File: src/rtl/joystick_axis_boost_ramp_macros.svh
// Assertion macros shared by the joystick axis boost ramp RTL.
`ifndef JOYSTICK_AXIS_BOOST_RAMP_MACROS_SVH
`define JOYSTICK_AXIS_BOOST_RAMP_MACROS_SVH

// Same-cycle implication, checked outside reset.
`define JABR_ASSERT_NOW(label, clk, rst_n, ante, cons, msg) \
    label: assert property (@(posedge clk) disable iff (!rst_n) (ante) |-> (cons)) \
        else $error(msg);

// Next-cycle implication, checked outside reset.
`define JABR_ASSERT_NEXT(label, clk, rst_n, ante, cons, msg) \
    label: assert property (@(posedge clk) disable iff (!rst_n) (ante) |=> (cons)) \
        else $error(msg);

`endif

File: src/rtl/jabr_pkg.sv
// Types and constants shared by the joystick axis boost ramp modules.
package jabr_pkg;

    localparam int unsigned CFG_IDX_W  = 3;
    localparam int unsigned CFG_DATA_W = 16;
    localparam int unsigned MUL_W      = 18;
    localparam int unsigned PROD_W     = 2 * MUL_W;

    localparam logic [CFG_IDX_W-1:0] CFG_THRESHOLD  = 3'd0;
    localparam logic [CFG_IDX_W-1:0] CFG_ACCEL_RATE = 3'd1;
    localparam logic [CFG_IDX_W-1:0] CFG_DECEL_RATE = 3'd2;
    localparam logic [CFG_IDX_W-1:0] CFG_LIMIT      = 3'd3;
    localparam logic [CFG_IDX_W-1:0] CFG_TIMEOUT    = 3'd4;
    localparam logic [CFG_IDX_W-1:0] CFG_GAIN       = 3'd5;

    localparam logic [14:0]        RST_THRESHOLD  = 15'd4915;
    localparam logic [15:0]        RST_ACCEL_RATE = 16'd5033;
    localparam logic [15:0]        RST_DECEL_RATE = 16'd33554;
    localparam logic [14:0]        RST_LIMIT      = 15'd16384;
    localparam logic [15:0]        RST_TIMEOUT    = 16'd500;
    localparam logic signed [15:0] RST_GAIN       = 16'sd819;

    typedef struct packed {
        logic [14:0]        threshold;
        logic [15:0]        accel_rate;
        logic [15:0]        decel_rate;
        logic [14:0]        limit;
        logic [15:0]        timeout_ticks;
        logic signed [15:0] gain;
    } cfg_t;

    typedef struct packed {
        logic                    load;
        logic signed [MUL_W-1:0] a;
        logic signed [MUL_W-1:0] b;
    } mul_op_t;

    typedef enum logic [2:0] {
        ST_IDLE,
        ST_PREP,
        ST_RAMP,
        ST_BOOST,
        ST_DRIVE,
        ST_EMIT
    } state_t;

    typedef enum logic [1:0] {
        RAMP_POS,
        RAMP_NEG,
        RAMP_DECAY
    } ramp_t;

endpackage

File: src/rtl/jabr_cfg.sv
// Configuration register file for the joystick axis boost ramp.
module jabr_cfg (
    input  logic                               clk,
    input  logic                               rst_n,
    input  logic                               wr_en,
    input  logic [jabr_pkg::CFG_IDX_W-1:0]     wr_index,
    input  logic [jabr_pkg::CFG_DATA_W-1:0]    wr_data,
    output jabr_pkg::cfg_t                     cfg
);

    jabr_pkg::cfg_t cfg_reg;
    jabr_pkg::cfg_t cfg_next;

    always_comb
    begin
        cfg_next = cfg_reg;
        if (wr_en)
        begin
            case (wr_index)
                jabr_pkg::CFG_THRESHOLD:  cfg_next.threshold     = wr_data[14:0];
                jabr_pkg::CFG_ACCEL_RATE: cfg_next.accel_rate    = wr_data;
                jabr_pkg::CFG_DECEL_RATE: cfg_next.decel_rate    = wr_data;
                jabr_pkg::CFG_LIMIT:      cfg_next.limit         = wr_data[14:0];
                jabr_pkg::CFG_TIMEOUT:    cfg_next.timeout_ticks = wr_data;
                jabr_pkg::CFG_GAIN:       cfg_next.gain          = $signed(wr_data);
                default:                  cfg_next = cfg_reg;
            endcase
        end
    end

    always_ff @(posedge clk or negedge rst_n)
    begin
        if (!rst_n)
        begin
            cfg_reg.threshold     <= jabr_pkg::RST_THRESHOLD;
            cfg_reg.accel_rate    <= jabr_pkg::RST_ACCEL_RATE;
            cfg_reg.decel_rate    <= jabr_pkg::RST_DECEL_RATE;
            cfg_reg.limit         <= jabr_pkg::RST_LIMIT;
            cfg_reg.timeout_ticks <= jabr_pkg::RST_TIMEOUT;
            cfg_reg.gain          <= jabr_pkg::RST_GAIN;
        end
        else
        begin
            cfg_reg <= cfg_next;
        end
    end

    assign cfg = cfg_reg;

endmodule

File: src/rtl/jabr_mul.sv
// Shared signed multiplier with registered operands and registered product.
module jabr_mul (
    input  logic                                  clk,
    input  jabr_pkg::mul_op_t                     op,
    output logic signed [jabr_pkg::PROD_W-1:0]    prod
);

    logic signed [jabr_pkg::MUL_W-1:0]  a_reg;
    logic signed [jabr_pkg::MUL_W-1:0]  b_reg;
    logic signed [jabr_pkg::PROD_W-1:0] prod_reg;

    always_ff @(posedge clk)
    begin
        if (op.load)
        begin
            a_reg <= op.a;
            b_reg <= op.b;
        end
        prod_reg <= a_reg * b_reg;
    end

    assign prod = prod_reg;

endmodule

File: src/rtl/joystick_axis_boost_ramp.sv
// Joystick axis conditioner: holds one axis sample, ramps a boost and scales the drive.
// Each item steps through the states in order: IDLE takes the item, PREP judges sample
// age and elapsed time, then two passes go through the single shared 18x18 multiplier
// (ramp step in RAMP, then output scale in DRIVE) with the boost update in BOOST between,
// and EMIT places the result in the output register. in_stall is low only in IDLE, the
// state that takes an item, and the last step waits for as long as a stalled earlier
// result still holds the output register. The output register lets a result wait while
// the next item is taken.
module joystick_axis_boost_ramp (
    input  logic                                clk,
    input  logic                                rst_n,
    input  logic                                in_valid,
    output logic                                in_stall,
    input  logic                                opcode,
    input  logic signed [15:0]                  axis_sample,
    input  logic [31:0]                         now,
    output logic                                out_valid,
    input  logic                                out_stall,
    output logic signed [17:0]                  drive,
    output logic signed [15:0]                  boost,
    input  logic                                cfg_valid,
    output logic                                cfg_ready,
    input  logic [jabr_pkg::CFG_IDX_W-1:0]      cfg_index,
    input  logic [jabr_pkg::CFG_DATA_W-1:0]     cfg_data
);

    jabr_pkg::cfg_t    cfg;
    jabr_pkg::mul_op_t mul_op;
    logic signed [jabr_pkg::PROD_W-1:0] prod;

    jabr_pkg::state_t state_reg, state_next;

    logic signed [15:0] held_axis_reg;
    logic [31:0]        stamp_reg;
    logic               seen_reg;
    logic [31:0]        last_eval_reg;
    logic signed [15:0] boost_level_reg;
    logic [31:0]        now_reg;
    logic signed [15:0] axis_eff_reg;
    jabr_pkg::ramp_t    ramp_reg;
    logic               dneg_reg;
    logic               out_valid_reg;
    logic signed [17:0] drive_reg;
    logic signed [15:0] boost_reg;

    logic               accept;
    logic               slot_free;
    logic [31:0]        age;
    logic               age_fresh;
    logic signed [15:0] axis_eff;
    logic signed [16:0] axis_ext;
    logic signed [16:0] thr_s;
    logic [31:0]        delta;
    logic [15:0]        dt;
    jabr_pkg::ramp_t    ramp_sel;
    logic signed [23:0] b_cur;
    logic signed [23:0] step;
    logic signed [23:0] b_ramp;
    logic signed [23:0] lim_s;
    logic signed [23:0] b_clamped;
    logic signed [15:0] b_new;
    logic signed [17:0] drive_sum;

    assign cfg_ready = 1'b1;

    jabr_cfg u_cfg (
        .clk      (clk),
        .rst_n    (rst_n),
        .wr_en    (cfg_valid && cfg_ready),
        .wr_index (cfg_index),
        .wr_data  (cfg_data),
        .cfg      (cfg)
    );

    jabr_mul u_mul (
        .clk  (clk),
        .op   (mul_op),
        .prod (prod)
    );

    assign accept    = in_valid && !in_stall;
    assign slot_free = !out_valid_reg || !out_stall;

    // Sample age and elapsed time are read as signed wrapping differences.
    always_comb
    begin
        age       = now_reg - stamp_reg;
        age_fresh = age[31] || (age < {16'd0, cfg.timeout_ticks});
        axis_eff  = (seen_reg && age_fresh) ? held_axis_reg : 16'sd0;
        axis_ext  = 17'(axis_eff);
        thr_s     = $signed({2'b00, cfg.threshold});
        delta     = now_reg - last_eval_reg;
        dt        = (delta[31:16] != 16'd0) ? 16'hFFFF : delta[15:0];
        if (axis_ext >= thr_s)
            ramp_sel = jabr_pkg::RAMP_POS;
        else if (axis_ext <= -thr_s)
            ramp_sel = jabr_pkg::RAMP_NEG;
        else
            ramp_sel = jabr_pkg::RAMP_DECAY;
    end

    // Boost update from the ramp step held in the multiplier product.
    always_comb
    begin
        b_cur  = 24'(boost_level_reg);
        step   = $signed({2'b00, prod[31:10]});
        lim_s  = $signed({9'd0, cfg.limit});
        b_ramp = b_cur;
        if (!dneg_reg)
        begin
            case (ramp_reg)
                jabr_pkg::RAMP_POS:
                    b_ramp = (b_cur >= 24'sd0) ? b_cur + step : 24'sd0;
                jabr_pkg::RAMP_NEG:
                    b_ramp = (b_cur <= 24'sd0) ? b_cur - step : 24'sd0;
                default:
                begin
                    if (b_cur > 24'sd0)
                        b_ramp = (b_cur - step < 24'sd0) ? 24'sd0 : b_cur - step;
                    else if (b_cur < 24'sd0)
                        b_ramp = (b_cur + step > 24'sd0) ? 24'sd0 : b_cur + step;
                end
            endcase
        end
        if (b_ramp < -lim_s)
            b_clamped = -lim_s;
        else if (b_ramp > lim_s)
            b_clamped = lim_s;
        else
            b_clamped = b_ramp;
        b_new     = b_clamped[15:0];
        drive_sum = 18'(axis_eff_reg) + 18'(b_new);
    end

    always_comb
    begin
        state_next = state_reg;
        case (state_reg)
            jabr_pkg::ST_IDLE:  if (accept) state_next = jabr_pkg::ST_PREP;
            jabr_pkg::ST_PREP:  state_next = jabr_pkg::ST_RAMP;
            jabr_pkg::ST_RAMP:  state_next = jabr_pkg::ST_BOOST;
            jabr_pkg::ST_BOOST: state_next = jabr_pkg::ST_DRIVE;
            jabr_pkg::ST_DRIVE: state_next = jabr_pkg::ST_EMIT;
            jabr_pkg::ST_EMIT:  if (slot_free) state_next = jabr_pkg::ST_IDLE;
            default:            state_next = jabr_pkg::ST_IDLE;
        endcase
    end

    always_comb
    begin
        in_stall  = 1'b1;
        mul_op.load = 1'b0;
        mul_op.a    = 18'sd0;
        mul_op.b    = 18'sd0;
        case (state_reg)
            jabr_pkg::ST_IDLE:
                in_stall = 1'b0;
            jabr_pkg::ST_PREP:
            begin
                mul_op.load = 1'b1;
                mul_op.a    = (ramp_sel == jabr_pkg::RAMP_DECAY)
                              ? $signed({2'b00, cfg.decel_rate})
                              : $signed({2'b00, cfg.accel_rate});
                mul_op.b    = $signed({2'b00, dt});
            end
            jabr_pkg::ST_BOOST:
            begin
                mul_op.load = 1'b1;
                mul_op.a    = 18'(cfg.gain);
                mul_op.b    = drive_sum;
            end
            default:
                in_stall = 1'b1;
        endcase
    end

    always_ff @(posedge clk or negedge rst_n)
    begin
        if (!rst_n)
        begin
            state_reg       <= jabr_pkg::ST_IDLE;
            held_axis_reg   <= 16'sd0;
            stamp_reg       <= 32'd0;
            seen_reg        <= 1'b0;
            last_eval_reg   <= 32'd0;
            boost_level_reg <= 16'sd0;
            out_valid_reg   <= 1'b0;
        end
        else
        begin
            state_reg <= state_next;
            if (accept && !opcode)
            begin
                held_axis_reg <= axis_sample;
                stamp_reg     <= now;
                seen_reg      <= 1'b1;
            end
            if (state_reg == jabr_pkg::ST_BOOST)
            begin
                boost_level_reg <= b_new;
                if (!dneg_reg)
                    last_eval_reg <= now_reg;
            end
            if (state_reg == jabr_pkg::ST_EMIT && slot_free)
                out_valid_reg <= 1'b1;
            else if (!out_stall)
                out_valid_reg <= 1'b0;
        end
    end

    always_ff @(posedge clk)
    begin
        if (accept)
            now_reg <= now;
        if (state_reg == jabr_pkg::ST_PREP)
        begin
            axis_eff_reg <= axis_eff;
            ramp_reg     <= ramp_sel;
            dneg_reg     <= delta[31];
        end
        if (state_reg == jabr_pkg::ST_EMIT && slot_free)
        begin
            // The product always fits 32 bits, so an arithmetic shift is a part-select.
            drive_reg <= prod[31:14];
            boost_reg <= boost_level_reg;
        end
    end

    assign out_valid = out_valid_reg;
    assign drive     = drive_reg;
    assign boost     = boost_reg;

`include "joystick_axis_boost_ramp_macros.svh"

    `JABR_ASSERT_NEXT(a_accept_prep, clk, rst_n, accept, state_reg == jabr_pkg::ST_PREP, "accepted item did not start")
    `JABR_ASSERT_NOW(a_boost_limit, clk, rst_n, state_reg == jabr_pkg::ST_DRIVE, (boost_level_reg <= $signed({1'b0, cfg.limit})) && (boost_level_reg >= -$signed({1'b0, cfg.limit})), "boost beyond limit")
    `JABR_ASSERT_NEXT(a_emit_valid, clk, rst_n, (state_reg == jabr_pkg::ST_EMIT) && slot_free, out_valid_reg && state_reg == jabr_pkg::ST_IDLE, "result not presented")
    `JABR_ASSERT_NEXT(a_neg_dt_keep, clk, rst_n, (state_reg == jabr_pkg::ST_BOOST) && dneg_reg, $stable(last_eval_reg), "evaluation time moved back")

endmodule

File: config.mk
export PLATFORM = sky130hd
export DESIGN_NAME = joystick_axis_boost_ramp
export DESIGN_NICKNAME = d
export VERILOG_FILES = /design/src/rtl/jabr_pkg.sv /design/src/rtl/jabr_cfg.sv /design/src/rtl/jabr_mul.sv /design/src/rtl/joystick_axis_boost_ramp.sv
export VERILOG_INCLUDE_DIRS = /design/src /design/src/rtl
export SDC_FILE = /design/constraint.sdc
export NUM_CORES = 2
export LEC_CHECK = 0
export BUFFER_PORTS_ARGS = -buffer_cell sky130_fd_sc_hd__buf_2
export CAP_MARGIN = 0
export CELL_PAD_IN_SITES_DETAIL_PLACEMENT = 0
export CELL_PAD_IN_SITES_GLOBAL_PLACEMENT = 2
export CORE_MARGIN = 1.5
export CORE_UTILIZATION = 29
export DETAILED_ROUTE_END_ITERATION = 6
export GPL_ROUTABILITY_DRIVEN = 1
export PLACE_DENSITY = 0.66
export SLEW_MARGIN = 20
export SYNTH_ARGS = -nofsm -noshare
export SYNTH_HDL_FRONTEND = slang
export SYNTH_SLANG_ARGS = --single-unit
export TNS_END_PERCENT = 10
File: constraint.sdc
create_clock -name clk -period 10.3 [get_ports clk]
set_input_delay 2.06 -clock clk [delete_from_list [all_inputs] [get_ports clk]]
set_output_delay 2.06 -clock clk [all_outputs]
set_load 0.02 [all_outputs]
==> metrics.yaml <==
clock_network:
  clock_latency_ns: 0.60
  cts_sinks: 336
  clockBufferDepth: 3
  cts_tree: "done"
  cts-buffers-inserted: 41
  root_buffer: "clkbuf_16"
  holdBufCountCts: 0
  h-tree-depth: 2
  path_clk_slew_ns: 0.08
sta:
  finalSetupTns_ns: 0
  relSlewSlack_pct: 25.32
  post-route-min-period_ns: 9.768
  setup_viol: 0
  rsz0062_at_grt: "no"
  hold_viol_final: 0
  tightest_slew_ns: 1.114
  fmax_mhz: 102.4
  drv_slew: 0
  setup_slack_ns: 0.5322
  fin_crit_sh_pct: 94.83
  skew_ns: 0.05006
hold_path:
  hold_path_class: "reg -> reg"
  hold_path_startpoint: "u_mul.prod[14]"
  worstHoldPathCells: 0
  hold_end: "drive[0]"
global_routing:
  grt_max_degree: 90
  grt_pass1_wl_um: 165800
  grt_usage_pct: 18.32
  grt_pass1_vias: 26580
  grt_overflow: 0
  antenna_found_initial: 6
route:
  drcViolationCount: 0
  post_drt_wl_per_cell_um: 20.30
  viasPerCell: 4.932
  drt_iter0_drc: 1603
  ant_nets: 0
  dr_total_vias: 26117
  drt-pass1-iter-count: 5
  wirelength_um: 107500
final_layout:
  largest_register_ffs: 94
  layout_commonest_cell: "inv_1"
  final_layout_size_suffix_gt1_share_pct: 10.63
  final_cell_mix: "521 x inv_1, 391 x nand2_1, 296 x ha_1"
  areaGrowthSynthToFinish_pct: 11.25
  fin_util_pct: 32.68
  fin_nets: 4412
floorplanning:
  die_area_um2: 118400
  pin_count: 110
  start_util_pct: 29.38
  fp.dieW_um: 344.0
  die_y_um: 344.0
  core_area_um2: 114800
  rows: 124
critical_path:
  end_kind: "flop"
  timing.rr.end: "u_mul.b_reg[16]"
  cp_max_fo: 11
  worst_ep_arrival_time_ns: 10.23
  cp.required_ns: 10.76
  path_class: "reg -> reg"
  rrSetupSlack_ns: 0.53
  startpoint_type: "flop"
  critPathSlowestCell: "or4_1"
  r2r_start: "boost_level_reg[9]"
  ff2ff_path_depth: 37
  slowest_delay_ns: 0.56
synthesis:
  synth_top_area_share_pct: 17.45
  synth_fp_nets: 4353
  synth-async-reset-ratio_pct: 58.04
  avgSynthCellArea_um2: 9.141
  synth.cell_area_um2: 33730
  ys_seq_area_share_pct: 26.49
  synth.distinct_cells: 91
  synth_seq_cells: 336
  ys_warn_count: 0
  ys.flop_type: "dfrtp_1"
  synthCells: 3690
  yosys.area.top_type: "fa_1"
  synth.area.top_cells: "fa_1 17%, dfrtp_1 12%, ha_1 11%"
  synth_edf_count: 119
placement:
  post-place-ws_ns: 0.3654
  gp_congestion: 0.8560
  dp.final_hpwl_um: 85600
  port_buffers: 108
run:
  cap_viol_max_count: 0
run_status:
  outcome: "completed"
[worst max-delay path, delay by kind of cell (launching register included)]
| family | cells | cell delay (ns) |
|---|---|---|
| compound gates | 21 | 4.78 |
| xor+xnor | 1 | 0.29 |
| fa+ha+maj | 4 | 1.41 |
| buf+inv | 1 | 0.09 |
| flops | 1 | 0.51 |
| simple gates | 10 | 2.52 |
[cells by family (layout without fill, tap and decap cells)]
kind of cell    Yosys count  in the layout  synth area share (%)
fa+ha+maj               590            590                 28.43
mux                     121            121                 3.947
flops                   336            336                 26.49
compound gates          761            761                 14.39
simple gates           1082           1082                 15.80
buf+inv                 668            760                 7.534
other cells               1              2               0.01112
xor+xnor                131            131                 3.402
[cell usage after synthesis (all sizes together) (8+ instances only)]
master   instances
a2111oi         11
a211oi          27
a21boi          10
a21o            47
a21oi          192
a221oi          11
a31oi           30
a32oi            8
a41oi            9
and2           152
and3            21
buf             15
clkbuf         127
dfrtp          163
dfstp           32
dfxtp           22
edfxtp         119
fa             294
ha             296
inv            524
mux2            93
mux2i           28
nand2          392
nand2b          50
nand3           56
nand4           38
nor2           159
nor2b           41
nor3            79
nor4            27
o2111ai          9
o211ai          31
o21a            27
o21ai          236
o21bai          14
o221ai          11
o311a           16
o31ai            8
or2             14
or3             16
xnor2          101
xor2            30
[metal layers]
| layer | vias up | global-route usage (%) | wire length (um) |
|---|---|---|---|
| met4 | 0 | 3.216 | 1803 |
| met2 | 453 | 31.22 | 51400 |
| met1 | 12926 | 25.41 | 51160 |
| met5 | - | 0 | 0 |
| met3 | 104 | 1.687 | 3109 |
| li1 | 12634 | - | - |
[worst max path at each step]
stage	cells past startpoint	from	end
2_1_floorplan	41	boost_level_reg[15]	u_mul.b_reg[13]
3_3_place_gp	40	boost_level_reg[0]	u_mul.b_reg[13]
3_5_place_dp	39	boost_level_reg[0]	u_mul.b_reg[16]
4_1_cts	39	boost_level_reg[0]	u_mul.b_reg[16]
5_1_grt	37	boost_level_reg[9]	u_mul.b_reg[16]
6_report	37	boost_level_reg[9]	u_mul.b_reg[16]
[final cells by class]
type / count / area [um^2]
Antenna cell: 1 / 2.502
Clock buffer: 55 / 1182
Clock inverter: 21 / 275.3
Fill cell: 12124 / 77290
Inverter: 526 / 1974
Multi-Input combinational cell: 2686 / 22340
Sequential cell: 336 / 8934
Tap cell: 1512 / 1892
Timing Repair Buffer: 158 / 925.9
[what timing repair did]
| item | 4_1_cts | 5_1_grt |
|---|---|---|
| setup endpoints to repair | 0 | 5 |
| gates resized for setup | 0 | 2 |
| buffers inserted | 0 | 0 |
| hold endpoints to repair | 0 | 0 |
[metrics by stage]
stage               instances  hold slack (ns)  instance area [um^2]
global route             5294           0.4877                 37520
finish                   5295           0.4621                 37520
floorplan                3690           0.4367                 33730
CTS                      5294           0.4656                 37510
global placement         5218           0.4472                 36050
detailed placement       5218           0.4523                 36050
Power is left out: the tool's default activity adds up to more than one toggle a clock period on the data nets, which glitch-free logic cannot reach.
